`config.mk`:
```
export PLATFORM = sky130hd
export DESIGN_NAME = rx_descriptor_ring_frame_scanner_top_flat
export DESIGN_NICKNAME = d
export VERILOG_FILES = /design/src/rtl/rdfs_pkg.sv /design/src/rtl/rdfs_intf.sv /design/src/rtl/rdfs_ctrl.sv /design/src/rtl/rdfs_datapath.sv /design/src/rtl/rx_descriptor_ring_frame_scanner_top.sv /design/src/flat_wrapper.sv
export SDC_FILE = /design/constraint.sdc
export NUM_CORES = 1
export LEC_CHECK = 0
export CAP_MARGIN = 10
export CORE_UTILIZATION = 45
export CTS_CLUSTER_DIAMETER = 80
export DETAILED_ROUTE_END_ITERATION = 16
export DONT_BUFFER_PORTS = 1
export SLEW_MARGIN = 30
export SYNTH_ARGS = -nofsm -noshare
export SYNTH_HDL_FRONTEND = slang
export SYNTH_HIERARCHICAL = 1
export SYNTH_SLANG_ARGS = --single-unit
```
`constraint.sdc`:
```
create_clock -name i_clk -period 16.55 [get_ports i_clk]
set_clock_uncertainty 0.2 [all_clocks]
set_input_delay 2.4825 -clock i_clk [delete_from_list [all_inputs] [get_ports i_clk]]
set_output_delay 2.4825 -clock i_clk [all_outputs]
set_load 0.05 [all_outputs]
```
`src/rtl/rdfs_pkg.sv`:
```
// Shared types and constants of the receive descriptor ring frame scanner.
// Holds the descriptor word, command and status structs and the controller states.
// No dependencies; the controller, datapath, top and testbench import this package.
`default_nettype none

package rdfs_pkg;

    localparam int RING_DEPTH_DEF = 32;
    // The slot and hardware index fields are 5 bits wide, so at most 32 entries are used.
    localparam int SLOT_LIMIT = 32;
    localparam logic [5:0] RING_SIZE_RST = 6'd32;

    localparam logic OP_LOAD = 1'b0;
    localparam logic OP_SCAN = 1'b1;

    typedef struct packed {
        logic        owned;
        logic        err;
        logic        sum_err;
        logic        first;
        logic        last;
        logic [13:0] len;
    } t_desc;

    typedef struct packed {
        logic [4:0] slot;
        t_desc      desc;
        logic [4:0] hw_index;
    } t_in_beat;

    typedef enum logic [2:0] {
        KIND_EMPTY     = 3'd0,
        KIND_SKIPPED   = 3'd1,
        KIND_BAD_FIRST = 3'd2,
        KIND_NO_LAST   = 3'd3,
        KIND_SPAN_ERR  = 3'd4,
        KIND_DELIVERED = 3'd5
    } t_kind;

    typedef enum logic [3:0] {
        CMD_NONE,
        CMD_LOAD,
        CMD_START,
        CMD_NORM,
        CMD_EMPTY,
        CMD_SKIP,
        CMD_DROP,
        CMD_BEGIN,
        CMD_STEP,
        CMD_NOLAST,
        CMD_FRAME
    } t_cmd;

    typedef enum logic [1:0] {
        ST_IDLE,
        ST_NORM,
        ST_HEAD,
        ST_SEARCH
    } t_state;

    typedef struct packed {
        logic norm_done;
        logic rp_eq_hw;
        logic d_own;
        logic d_bad;
        logic d_last;
        logic idx_next_hw;
        logic rp_next_hw;
        logic out_free;
    } t_status;

endpackage

`default_nettype wire

```
`src/rtl/rdfs_intf.sv`:
```
// Valid/ready channel interfaces of the frame scanner: input items, results, configuration.
// Stand-alone; field names follow the block's item and result fields.
`default_nettype none

interface rdfs_in_if;
    logic        valid;
    logic        ready;
    logic        op;
    logic [4:0]  slot;
    logic        dma_owned;
    logic        desc_error;
    logic        summary_error;
    logic        first_flag;
    logic        last_flag;
    logic [13:0] length_field;
    logic [4:0]  hw_index;

    modport source (
        output valid, op, slot, dma_owned, desc_error, summary_error,
               first_flag, last_flag, length_field, hw_index,
        input  ready
    );
    modport sink (
        input  valid, op, slot, dma_owned, desc_error, summary_error,
               first_flag, last_flag, length_field, hw_index,
        output ready
    );
endinterface

interface rdfs_out_if;
    logic        valid;
    logic        ready;
    logic [2:0]  kind;
    logic [4:0]  start_slot;
    logic [5:0]  desc_count;
    logic [13:0] frame_bytes;
    logic        final_res;

    modport source (
        output valid, kind, start_slot, desc_count, frame_bytes, final_res,
        input  ready
    );
    modport sink (
        input  valid, kind, start_slot, desc_count, frame_bytes, final_res,
        output ready
    );
endinterface

interface rdfs_cfg_if;
    logic       valid;
    logic       ready;
    logic [5:0] data;

    modport source (output valid, data, input ready);
    modport sink (input valid, data, output ready);
endinterface

`default_nettype wire

```
`src/rtl/rdfs_ctrl.sv`:
```
// Controller of the frame scanner: sequences loads, index normalization and the ring walk.
// Depends on rdfs_pkg; drives commands into rdfs_datapath and reads back its status.
`default_nettype none

module rdfs_ctrl
    import rdfs_pkg::*;
(
    input  wire logic    i_clk,
    input  wire logic    i_rst_n,
    input  wire logic    i_in_valid,
    input  wire logic    i_in_op,
    input  wire t_status i_status,
    output logic         o_in_ready,
    output t_cmd         o_cmd
);

    t_state r_state;
    t_state n_state;

    always_ff @(posedge i_clk) begin
        if (!i_rst_n) begin
            r_state <= ST_IDLE;
        end else begin
            r_state <= n_state;
        end
    end

    always_comb begin
        n_state    = r_state;
        o_cmd      = CMD_NONE;
        o_in_ready = 1'b0;
        case (r_state)
            ST_IDLE: begin
                o_in_ready = 1'b1;
                if (i_in_valid) begin
                    if (i_in_op == OP_LOAD) begin
                        o_cmd = CMD_LOAD;
                    end else begin
                        o_cmd   = CMD_START;
                        n_state = ST_NORM;
                    end
                end
            end
            ST_NORM: begin
                if (!i_status.norm_done) begin
                    o_cmd = CMD_NORM;
                end else if (!i_status.rp_eq_hw) begin
                    n_state = ST_HEAD;
                end else if (i_status.out_free) begin
                    o_cmd   = CMD_EMPTY;
                    n_state = ST_IDLE;
                end
            end
            ST_HEAD: begin
                // A skip or drop result waits here until the output register can take it.
                if (i_status.d_own || i_status.d_bad) begin
                    if (i_status.out_free) begin
                        o_cmd   = i_status.d_own ? CMD_SKIP : CMD_DROP;
                        n_state = i_status.rp_next_hw ? ST_IDLE : ST_HEAD;
                    end
                end else begin
                    o_cmd   = CMD_BEGIN;
                    n_state = ST_SEARCH;
                end
            end
            ST_SEARCH: begin
                if (i_status.d_last) begin
                    if (i_status.out_free) begin
                        o_cmd   = CMD_FRAME;
                        n_state = i_status.idx_next_hw ? ST_IDLE : ST_HEAD;
                    end
                end else if (i_status.idx_next_hw) begin
                    if (i_status.out_free) begin
                        o_cmd   = CMD_NOLAST;
                        n_state = i_status.rp_next_hw ? ST_IDLE : ST_HEAD;
                    end
                end else begin
                    o_cmd = CMD_STEP;
                end
            end
            default: begin
                n_state = ST_IDLE;
            end
        endcase
    end

endmodule

`default_nettype wire

```
`src/rtl/rdfs_datapath.sv`:
```
// Datapath of the frame scanner: descriptor status memory with valid bits, read pointer,
// walk cursor, span accumulators, ring size register and the result register.
// Depends on rdfs_pkg and the channel interfaces; commanded by rdfs_ctrl.
`default_nettype none

module rdfs_datapath
    import rdfs_pkg::*;
#(
    parameter int RING_DEPTH = RING_DEPTH_DEF
) (
    input  wire logic     i_clk,
    input  wire logic     i_rst_n,
    input  wire t_cmd     i_cmd,
    input  wire t_in_beat i_in,
    rdfs_cfg_if.sink      i_cfg,
    rdfs_out_if.source    o_out,
    output t_status       o_status
);

    localparam int CAP = (RING_DEPTH < SLOT_LIMIT) ? RING_DEPTH : SLOT_LIMIT;
    localparam int IW  = $clog2(CAP);
    localparam logic [5:0] CAP6 = 6'(CAP);

    // An entry whose valid bit is clear reads as handed back to the DMA.
    t_desc            mem [CAP];
    logic [CAP-1:0]   r_valid;
    logic [CAP-1:0]   n_valid;
    t_desc            r_rd;
    logic             r_rd_v;

    logic [5:0]       r_ring_size;
    logic [IW-1:0]    r_rp;
    logic [IW-1:0]    n_rp;
    logic [4:0]       r_hw;
    logic [4:0]       n_hw;
    logic [IW-1:0]    r_idx;
    logic [IW-1:0]    n_idx;
    logic [CAP-1:0]   r_pend;
    logic [CAP-1:0]   n_pend;
    logic             r_acc;
    logic             n_acc;
    logic [5:0]       r_cnt;
    logic [5:0]       n_cnt;

    logic             r_out_valid;
    t_kind            r_out_kind;
    logic [4:0]       r_out_start;
    logic [5:0]       r_out_count;
    logic [13:0]      r_out_bytes;
    logic             r_out_final;

    logic [5:0]       ring_n;
    logic [5:0]       rp_w;
    logic [5:0]       hw_w;
    logic [5:0]       rp_sum;
    logic [5:0]       idx_sum;
    logic [IW-1:0]    rp_inc;
    logic [IW-1:0]    idx_inc;
    logic             rp_ge;
    logic             hw_ge;
    logic             cur_own;
    logic             cur_err;
    logic             cur_first;
    logic             cur_last;
    logic [13:0]      cur_len;
    logic             wr_en;
    logic             out_free;
    logic             emit;
    t_kind            e_kind;
    logic [5:0]       e_count;
    logic [13:0]      e_bytes;
    logic             e_final;
    logic             frame_bad;

    assign i_cfg.ready = 1'b1;

    always_ff @(posedge i_clk) begin
        if (!i_rst_n) begin
            r_ring_size <= RING_SIZE_RST;
        end else if (i_cfg.valid) begin
            r_ring_size <= i_cfg.data;
        end
    end

    // Ring in use: the register clamped to one at the bottom and to the storage at the top.
    always_comb begin
        if (r_ring_size == 6'd0) begin
            ring_n = 6'd1;
        end else if (r_ring_size > CAP6) begin
            ring_n = CAP6;
        end else begin
            ring_n = r_ring_size;
        end
    end

    assign rp_w    = 6'(r_rp);
    assign hw_w    = 6'(r_hw);
    assign rp_ge   = (rp_w >= ring_n);
    assign hw_ge   = (hw_w >= ring_n);
    assign rp_sum  = rp_w + 6'd1;
    assign idx_sum = 6'(r_idx) + 6'd1;
    assign rp_inc  = (rp_sum == ring_n) ? '0 : rp_sum[IW-1:0];
    assign idx_inc = (idx_sum == ring_n) ? '0 : idx_sum[IW-1:0];

    assign cur_own   = !r_rd_v || r_rd.owned;
    assign cur_err   = r_rd_v && (r_rd.err || r_rd.sum_err);
    assign cur_first = r_rd_v && r_rd.first;
    assign cur_last  = r_rd_v && r_rd.last;
    assign cur_len   = r_rd_v ? r_rd.len : 14'd0;
    assign frame_bad = r_acc || cur_err;
    assign out_free  = !r_out_valid || o_out.ready;
    assign wr_en     = (i_cmd == CMD_LOAD) && ({1'b0, i_in.slot} < CAP6);

    always_comb begin
        n_valid = r_valid;
        n_rp    = r_rp;
        n_hw    = r_hw;
        n_idx   = r_idx;
        n_pend  = r_pend;
        n_acc   = r_acc;
        n_cnt   = r_cnt;
        emit    = 1'b0;
        e_kind  = KIND_EMPTY;
        e_count = 6'd0;
        e_bytes = 14'd0;
        e_final = 1'b0;
        case (i_cmd)
            CMD_LOAD: begin
                if (wr_en) begin
                    n_valid[i_in.slot[IW-1:0]] = 1'b1;
                end
            end
            CMD_START: begin
                n_hw  = i_in.hw_index;
                n_idx = r_rp;
            end
            CMD_NORM: begin
                // One subtraction per cycle brings both indexes below the ring size.
                if (rp_ge) begin
                    n_rp = IW'(rp_w - ring_n);
                end
                if (hw_ge) begin
                    n_hw = 5'(hw_w - ring_n);
                end
                n_idx = n_rp;
            end
            CMD_EMPTY: begin
                emit    = 1'b1;
                e_final = 1'b1;
            end
            CMD_SKIP: begin
                emit    = 1'b1;
                e_kind  = KIND_SKIPPED;
                e_count = 6'd1;
                e_final = o_status.rp_next_hw;
                n_rp    = rp_inc;
                n_idx   = rp_inc;
            end
            CMD_DROP: begin
                emit          = 1'b1;
                e_kind        = KIND_BAD_FIRST;
                e_count       = 6'd1;
                e_final       = o_status.rp_next_hw;
                n_valid[r_rp] = 1'b0;
                n_rp          = rp_inc;
                n_idx         = rp_inc;
            end
            CMD_BEGIN: begin
                n_pend = '0;
                n_acc  = 1'b0;
                n_cnt  = 6'd0;
            end
            CMD_STEP: begin
                n_pend[r_idx] = 1'b1;
                n_acc         = frame_bad;
                n_cnt         = r_cnt + 6'd1;
                n_idx         = idx_inc;
            end
            CMD_NOLAST: begin
                emit          = 1'b1;
                e_kind        = KIND_NO_LAST;
                e_count       = 6'd1;
                e_final       = o_status.rp_next_hw;
                n_valid[r_rp] = 1'b0;
                n_rp          = rp_inc;
                n_idx         = rp_inc;
            end
            CMD_FRAME: begin
                emit           = 1'b1;
                e_kind         = frame_bad ? KIND_SPAN_ERR : KIND_DELIVERED;
                e_count        = r_cnt + 6'd1;
                e_bytes        = frame_bad ? 14'd0 : cur_len;
                e_final        = o_status.idx_next_hw;
                n_valid        = r_valid & ~r_pend;
                n_valid[r_idx] = 1'b0;
                n_rp           = idx_inc;
                n_idx          = idx_inc;
            end
            default: begin
                emit = 1'b0;
            end
        endcase
    end

    always_ff @(posedge i_clk) begin
        if (wr_en) begin
            mem[i_in.slot[IW-1:0]] <= i_in.desc;
        end
        // The read tracks the next cursor, so data for the cursor is registered together with it.
        r_rd <= mem[n_idx];
    end

    always_ff @(posedge i_clk) begin
        if (!i_rst_n) begin
            r_valid <= '0;
            r_rd_v  <= 1'b0;
            r_rp    <= '0;
            r_idx   <= '0;
        end else begin
            r_valid <= n_valid;
            r_rd_v  <= n_valid[n_idx];
            r_rp    <= n_rp;
            r_idx   <= n_idx;
        end
    end

    always_ff @(posedge i_clk) begin
        r_hw   <= n_hw;
        r_pend <= n_pend;
        r_acc  <= n_acc;
        r_cnt  <= n_cnt;
    end

    always_ff @(posedge i_clk) begin
        if (!i_rst_n) begin
            r_out_valid <= 1'b0;
        end else if (emit) begin
            r_out_valid <= 1'b1;
        end else if (o_out.ready) begin
            r_out_valid <= 1'b0;
        end
    end

    always_ff @(posedge i_clk) begin
        if (emit) begin
            r_out_kind  <= e_kind;
            r_out_start <= 5'(r_rp);
            r_out_count <= e_count;
            r_out_bytes <= e_bytes;
            r_out_final <= e_final;
        end
    end

    assign o_out.valid       = r_out_valid;
    assign o_out.kind        = r_out_kind;
    assign o_out.start_slot  = r_out_start;
    assign o_out.desc_count  = r_out_count;
    assign o_out.frame_bytes = r_out_bytes;
    assign o_out.final_res   = r_out_final;

    assign o_status.norm_done   = !rp_ge && !hw_ge;
    assign o_status.rp_eq_hw    = (rp_w == hw_w);
    assign o_status.d_own       = cur_own;
    assign o_status.d_bad       = cur_err || !cur_first;
    assign o_status.d_last      = cur_last;
    assign o_status.idx_next_hw = (6'(idx_inc) == hw_w);
    assign o_status.rp_next_hw  = (6'(rp_inc) == hw_w);
    assign o_status.out_free    = out_free;

endmodule

`default_nettype wire

```
`src/rtl/rx_descriptor_ring_frame_scanner_top.sv`:
```
// Receive descriptor ring frame scanner: a load item writes one descriptor status word,
// a scan item walks the ring from the read pointer up to the given hardware index and gives
// one result per skipped, dropped or delivered descriptor group, the last one marked final,
// or a single final empty result when the window is empty. A scan is accepted, then the
// read pointer and hardware index are brought below the ring size in use by repeated
// subtraction of it (none when both are already in range), and then the indexes are checked.
// The status memory has a single read port and the walk reads one entry per cycle while no
// result waits for the output register: a skipped or dropped descriptor is handled at the
// head, a frame is opened at its first descriptor and stepped through to its last one, and
// a first descriptor with no last one in the window is stepped through up to the hardware
// index, after which the walk moves on by a single descriptor. A result that cannot enter
// the output register stalls the walk until it can. Reset marks every entry as handed back
// to the DMA through per-entry valid bits, so no clearing pass is needed. The result
// register lets the next item in while the final result still waits to be taken.
// Depends on rdfs_pkg, the channel interfaces, rdfs_ctrl and rdfs_datapath.
`default_nettype none

module rx_descriptor_ring_frame_scanner_top
    import rdfs_pkg::*;
#(
    parameter int RING_DEPTH = RING_DEPTH_DEF
) (
    input  wire logic  i_clk,
    input  wire logic  i_rst_n,
    rdfs_in_if.sink    i_in,
    rdfs_cfg_if.sink   i_cfg,
    rdfs_out_if.source o_out
);

    t_cmd     cmd;
    t_status  status;
    t_in_beat in_beat;
    logic     in_ready;

    assign i_in.ready = in_ready;

    assign in_beat.slot         = i_in.slot;
    assign in_beat.desc.owned   = i_in.dma_owned;
    assign in_beat.desc.err     = i_in.desc_error;
    assign in_beat.desc.sum_err = i_in.summary_error;
    assign in_beat.desc.first   = i_in.first_flag;
    assign in_beat.desc.last    = i_in.last_flag;
    assign in_beat.desc.len     = i_in.length_field;
    assign in_beat.hw_index     = i_in.hw_index;

    rdfs_ctrl u_ctrl (
        .i_clk      (i_clk),
        .i_rst_n    (i_rst_n),
        .i_in_valid (i_in.valid),
        .i_in_op    (i_in.op),
        .i_status   (status),
        .o_in_ready (in_ready),
        .o_cmd      (cmd)
    );

    rdfs_datapath #(
        .RING_DEPTH (RING_DEPTH)
    ) u_datapath (
        .i_clk    (i_clk),
        .i_rst_n  (i_rst_n),
        .i_cmd    (cmd),
        .i_in     (in_beat),
        .i_cfg    (i_cfg),
        .o_out    (o_out),
        .o_status (status)
    );

endmodule

`default_nettype wire

```
`src/flat_wrapper.sv`:
```
// flat-port wrapper written by rule: the top's interface ports become plain ports
module rx_descriptor_ring_frame_scanner_top_flat import rdfs_pkg::*;
#(
    parameter int RING_DEPTH = RING_DEPTH_DEF
)
  (i_clk, i_rst_n, i_in_valid, i_in_op, i_in_slot, i_in_dma_owned, i_in_desc_error, i_in_summary_error, i_in_first_flag, i_in_last_flag, i_in_length_field, i_in_hw_index, i_in_ready, i_cfg_valid, i_cfg_data, i_cfg_ready, o_out_valid, o_out_kind, o_out_start_slot, o_out_desc_count, o_out_frame_bytes, o_out_final_res, o_out_ready);
  rdfs_in_if i_in_i ();
  rdfs_cfg_if i_cfg_i ();
  rdfs_out_if o_out_i ();
  input  wire logic i_clk;
  input  wire logic i_rst_n;
  input wire logic [$bits(i_in_i.valid)-1:0] i_in_valid;
  input wire logic [$bits(i_in_i.op)-1:0] i_in_op;
  input wire logic [$bits(i_in_i.slot)-1:0] i_in_slot;
  input wire logic [$bits(i_in_i.dma_owned)-1:0] i_in_dma_owned;
  input wire logic [$bits(i_in_i.desc_error)-1:0] i_in_desc_error;
  input wire logic [$bits(i_in_i.summary_error)-1:0] i_in_summary_error;
  input wire logic [$bits(i_in_i.first_flag)-1:0] i_in_first_flag;
  input wire logic [$bits(i_in_i.last_flag)-1:0] i_in_last_flag;
  input wire logic [$bits(i_in_i.length_field)-1:0] i_in_length_field;
  input wire logic [$bits(i_in_i.hw_index)-1:0] i_in_hw_index;
  output wire logic [$bits(i_in_i.ready)-1:0] i_in_ready;
  input wire logic [$bits(i_cfg_i.valid)-1:0] i_cfg_valid;
  input wire logic [$bits(i_cfg_i.data)-1:0] i_cfg_data;
  output wire logic [$bits(i_cfg_i.ready)-1:0] i_cfg_ready;
  output wire logic [$bits(o_out_i.valid)-1:0] o_out_valid;
  output wire logic [$bits(o_out_i.kind)-1:0] o_out_kind;
  output wire logic [$bits(o_out_i.start_slot)-1:0] o_out_start_slot;
  output wire logic [$bits(o_out_i.desc_count)-1:0] o_out_desc_count;
  output wire logic [$bits(o_out_i.frame_bytes)-1:0] o_out_frame_bytes;
  output wire logic [$bits(o_out_i.final_res)-1:0] o_out_final_res;
  input wire logic [$bits(o_out_i.ready)-1:0] o_out_ready;
  assign i_in_i.valid = i_in_valid;
  assign i_in_i.op = i_in_op;
  assign i_in_i.slot = i_in_slot;
  assign i_in_i.dma_owned = i_in_dma_owned;
  assign i_in_i.desc_error = i_in_desc_error;
  assign i_in_i.summary_error = i_in_summary_error;
  assign i_in_i.first_flag = i_in_first_flag;
  assign i_in_i.last_flag = i_in_last_flag;
  assign i_in_i.length_field = i_in_length_field;
  assign i_in_i.hw_index = i_in_hw_index;
  assign i_in_ready = i_in_i.ready;
  assign i_cfg_i.valid = i_cfg_valid;
  assign i_cfg_i.data = i_cfg_data;
  assign i_cfg_ready = i_cfg_i.ready;
  assign o_out_valid = o_out_i.valid;
  assign o_out_kind = o_out_i.kind;
  assign o_out_start_slot = o_out_i.start_slot;
  assign o_out_desc_count = o_out_i.desc_count;
  assign o_out_frame_bytes = o_out_i.frame_bytes;
  assign o_out_final_res = o_out_i.final_res;
  assign o_out_i.ready = o_out_ready;
  rx_descriptor_ring_frame_scanner_top #(.RING_DEPTH(RING_DEPTH)) u_core (.i_clk(i_clk), .i_rst_n(i_rst_n), .i_in(i_in_i), .i_cfg(i_cfg_i), .o_out(o_out_i));
endmodule
```
Word-level counts from Yosys, hierarchy flattened

Memories as Yosys holds them, arrays and structs flattened. A register that Yosys moved wholly into a read port is not among the register bits.
Index checks and enable logic that the tools add are counted.

Bits in registers: 125
Memory bits (writable): 608
Input port bits: 41
Output and inout bits: 32
Word-level logic and storage cells: 155
Memories: 1

Add/subtract/negate cells: 5
$lt $le $gt $ge: 10
Equality and inequality tests: 25
Multiplexer cells: 57
Bitwise gates (word level): 10
Reductions and logical operators: 31

Memory list:

| memory                | depth | bits a word | read ports | clocked after memory_dff | write ports | RTL line            | RTL |
|---|---|---|---|---|---|---|---|
| u_core.u_datapath.mem | 32    | 19          | 1          | 1                        | 1           | rdfs_datapath.sv:25 | `t_desc mem [CAP];` |

Operators with widths:

| cell                                                       | number |
|---|---|
| AND 32 bit                                                 | 3 |
| inverter 32 bit                                            | 3 |
| case mux 32 bit (3 select lines)                           | 1 |
| OR 32 bit                                                  | 2 |
| case mux 32 bit (2 select lines)                           | 1 |
| 2-to-1 mux 2 bit                                           | 15 |
| less-than comparator 5 x 6 -> 1 bit, second input constant | 4 |
| case mux 6 bit (2 select lines)                            | 2 |
| 2-to-1 mux 4 bit                                           | 5 |
| 2-to-1 mux 5 bit                                           | 4 |
| case mux 5 bit (4 select lines)                            | 1 |
| == test 4 x 3 -> 1 bit, second input constant              | 4 |
| case mux 4 bit (4 select lines)                            | 1 |
| demux 1 bit (select 5 bit)                                 | 3 |
| == test 5 bit                                              | 3 |
| >= comparator 5 x 1 -> 1 bit, second input constant        | 3 |
| case mux 5 bit (3 select lines)                            | 1 |
| adder 5 x 1 -> 6 bit, second input constant                | 2 |
| == test 4 bit, second input constant                       | 3 |
| == test 6 bit                                              | 2 |
| >= comparator 5 x 6 -> 1 bit                               | 2 |
| 2-to-1 mux 3 bit                                           | 4 |
| 2-to-1 mux 6 bit                                           | 2 |
| case mux 3 bit (4 select lines)                            | 1 |
| 28 further kinds                                           | 66 |

Logic depth before layout (Yosys ltp)

Depth after elaboration: 14
Gate-level depth with buffers: 29
Mapped depth without buffers: 26

Cells and area by module

Netlist, hierarchy kept.

Modules (own cells, without submodules):

| module        | instances | cells an instance | area each (sq um) | sequential area each (sq um) |
|---|---|---|---|---|
| rdfs_datapath | 1         | 2,398             | 31,996.9          | 21,830.9 |
| rdfs_ctrl     | 1         | 45                | 300.3             | 40.0 |

Worst setup path before layout

OpenSTA, ideal clock, no wires.

Path type: input to register
From: input port o_out_ready
To: register u_core.u_datapath.r_acc, enable pin
Library setup time: 0.489 ns
Data arrival time: 6.312 ns
Required time: 15.861 ns
Setup slack: 9.548 ns
Cell stages on the path: 8
Path buffers: 1
Cell sequence: nand2b_1 > buf_4 > inv_1 > a211oi_1 > a311oi_1 > a21oi_1 > nand2_1 > o21ai_0

RTL lines:

| what                 | RTL line             | RTL |
|---|---|---|
| from (decl)          | flat_wrapper.sv:32   | `input wire logic [$bits(o_out_i.ready)-1:0] o_out_ready;` |
| to (signal assigned) | rdfs_datapath.sv:230 | `r_acc <= n_acc;` |
| to (decl)            | rdfs_datapath.sv:40  | `logic r_acc;` |

==> metrics.txt <==
clock slew at reported path FFs=around 0.06 ns; average routed wire per standard cell=25.74 um; first-pass GRT wire length=131.5 mm; post-route minimum period=8.597 ns; CTS Buf Count=78; register area share after synthesis=67.72%; H-tree depth=3; period utilization=51.94%; post-DP HPWL=52.63 mm; Slew HR=35.65%; Root Driver=clkbuf_16; data required time of the worst path=16.82 ns; final wirelength=87.61 mm; CP delay by family, top=compound AO/OA/AOI/OAI gates; chip width=269.9 um; Final GP Congestion=0.8970; Util after Layout=around 51%; critical path cell sequence=ha_1, xnor2_2, xnor2_1, o211ai_2, and3_1, a21oi_1, o32ai_1, and3_1, nand4b_1, o211ai_1, o31a_1, nor2b_2, o21ai_0, a221oi_1, o21ai_2, o31ai_4, buf_4, buf_12, buf_4, buf_4, mux4_2, a22oi_1, o2111ai_1; cts repair resizes=0; Power per Cell Area=127.2 nW/um^2; VDD IR-drop max=0.07765 mV; worst skew pair latency=about 0.63 ns; most used cell, CP=buf_4; Final Max Tran Viols=0; vias per cell=6.118; fin nets=2461; area growth from synthesis to final layout=10.89%; Synthesis Warnings=6; number of global-route vias before repair=20380; most common cell after layout, fill and taps aside=edfxtp_1; postcts setup bufs=0; total gr overflow=0; max incr delay on CP=around 0.73 ns; routed vias=20830; CP max FO=63; initial antenna violation count=2; type of destination of the critical path=flip-flop; CTS Sinks=752; All-Layer GR Usage=23.85%; Post-DRT Antenna Nets=0; CTS tree=done; Crit Path Class=reg -> reg; outcome=completed; Tightest Hold Check Type=reg -> reg; crit path DAT=8.87 ns; critical path's slowest cell=buf_4; Mapped Area=32300 sq um; Non-Filler Instances=3404; Core Box Area=70510 sq um; final hold vios=0; Initial Utilization=45.80%; share of cells above drive strength 1=11.49%; Max Cap Viol=0; library cells used by synthesis=101; fraction of registers with async set/reset=0%; RSZ-0062 raised after global routing=no; measured slew at the worst slew-check pin=between 0.9 and 1 ns; Pre-antenna DRT Iters=5; Ports=73; Buffers & Inverters on Critical Path=4; # DRC=0; Syn Inst Count=roughly 2400; Post-Route Setup TNS=0 ns; largest net degree at the start of global routing=approximately 80; Avg Synthesized Cell Area=13.22 sq um; final setup fails=0; CP startpoint kind=flip-flop; DIE AREA=72850 sq um; Max Root-Sink Buffers=3; # port buffers=0; flops & latches, synth=752; Synth Flop Type=edfxtp_1; hold buffers post-CTS=0; fill count=5971; 1st-iter DRT viols=2015; Max Freq=116.3 MHz; Rows=97; Fin Hold WS=0.3016 ns; DP Cell Count=3258; diode count=0; commonest non-fill, non-tap cells in the layout=edfxtp_1, nand2_1, a21oi_1; P_leak=between 10 and 15 nW; Post-synth EDFFs=681; synthesized net count=~2500; Die Y=between 200 and 300 um
cell type report:
class	instances	area [sq um]	share of cell area (%)
timing repair buffer	50	387.9	1.083
clock buffer	108	2217	6.191
clock inverter	37	389.1	1.087
multi-input combinational	1490	9671	27.00
inverter	27	101.3	0.2830
sequential	752	21870	61.07
tap	940	1176	3.284
cell usage after synthesis, drive strengths merged (19+ instances only):
library cell,instances,area share (%)
dfxtp,71,4.4
a22o,20,0.57
inv,27,0.31
a22oi,25,0.58
buf,90,1.6
o21ai,113,1.8
clkbuf,84,0.98
o2111ai,22,0.72
a31oi,76,1.6
nand2,265,3.1
a211oi,85,2.0
ha,19,0.74
and3,39,0.76
o32a,21,0.65
a21oi,193,3.0
nand3,116,1.8
and2,86,1.7
nand2b,27,0.52
mux4,38,2.6
edfxtp,681,63
o211ai,28,0.67
nor2,143,1.8
worst min-delay path: cells and delay by family, from the launching register on:
| family | cells | cell delay, ns |
|---|---|---|
| and+or+nand+nor | 1 | 0.08 |
| DFF | 1 | 0.31 |
| AOI/OAI and AO/OA | 1 | 0.07 |
kinds of logic (layout without fill, tap and decap cells):
family / Yosys count / in the layout / synth area share [%]
AO/OA/AOI/OAI: 643 / 643 / 13.23
AND/OR/NAND/NOR: 734 / 734 / 10.88
flip-flops: 752 / 752 / 67.72
buffers and inverters: 201 / 222 / 2.913
other: 1 / 1 / 0.01161
XOR/XNOR: 34 / 34 / 1.120
multiplexers: 56 / 56 / 3.235
adder cells (fa/ha/maj): 22 / 22 / 0.8910
path summary, 6_finish.rpt:
kind                             endpoint  slack (ns)  cells after the start                          from
min          u_core/u_datapath/r_valid[4]        0.30                      2  u_core/u_datapath/r_valid[4]
min reg2reg  u_core/u_datapath/r_valid[4]        0.30                      2  u_core/u_datapath/r_valid[4]
max            u_core/u_datapath/r_rd[12]        7.95                     23    u_core/u_datapath/r_idx[0]
max reg2reg    u_core/u_datapath/r_rd[12]        7.95                     23    u_core/u_datapath/r_idx[0]
through the flow:
stage / worst slack, ns / instance area (sq um) / power, mW
detailed placement: 7.928 / 33180 / 2.827
global placement: 8.151 / 33180 / 2.819
floorplan: 9.548 / 32300 / 2.642
CTS: 7.849 / 35790 / 4.595
finish: 7.953 / 35810 / 4.554
global route: 7.444 / 35810 / 4.713
where the power goes:
group | switching [mW] | total [mW] | leakage, nW | internal (mW)
registers | 0.0341 | 2.14 | 6.80 | 2.11
logic | 0.429 | 0.646 | 3.82 | 0.217
clock network | 0.731 | 1.77 | 1.27 | 1.04
total | 1.19 | 4.55 | 11.9 | 3.36
flip-flops by register name (all words and copies together) (netlist names), 5 cells and up:
| name | flops |
|---|---|
| u_core/u_datapath/o_out.start_slot | 5 |
| u_core/u_datapath/o_out.frame_bytes | 14 |
| u_core/u_datapath/r_rp | 5 |
| u_core/u_datapath/o_out.desc_count | 6 |
| u_core/u_datapath/mem | 608 |
| u_core/u_datapath/r_cnt | 6 |
| u_core/u_datapath/r_hw | 5 |
| u_core/u_datapath/r_ring_size | 6 |
| u_core/u_datapath/r_valid | 32 |
| u_core/u_datapath/r_rd | 19 |
| u_core/u_datapath/r_idx | 5 |
| u_core/u_datapath/r_pend | 32 |
routing by layer:
metal | GRT usage, % | vias to the layer above | wire (um)
li1 | - | 9266 | -
met1 | 30.82 | 10600 | 35320
met2 | 41.01 | 802 | 44350
met3 | 3.778 | 160 | 5368
met4 | 7.656 | 0 | 2561
met5 | 0 | - | 0
Note: power is estimated with default switching activity, not from simulation.
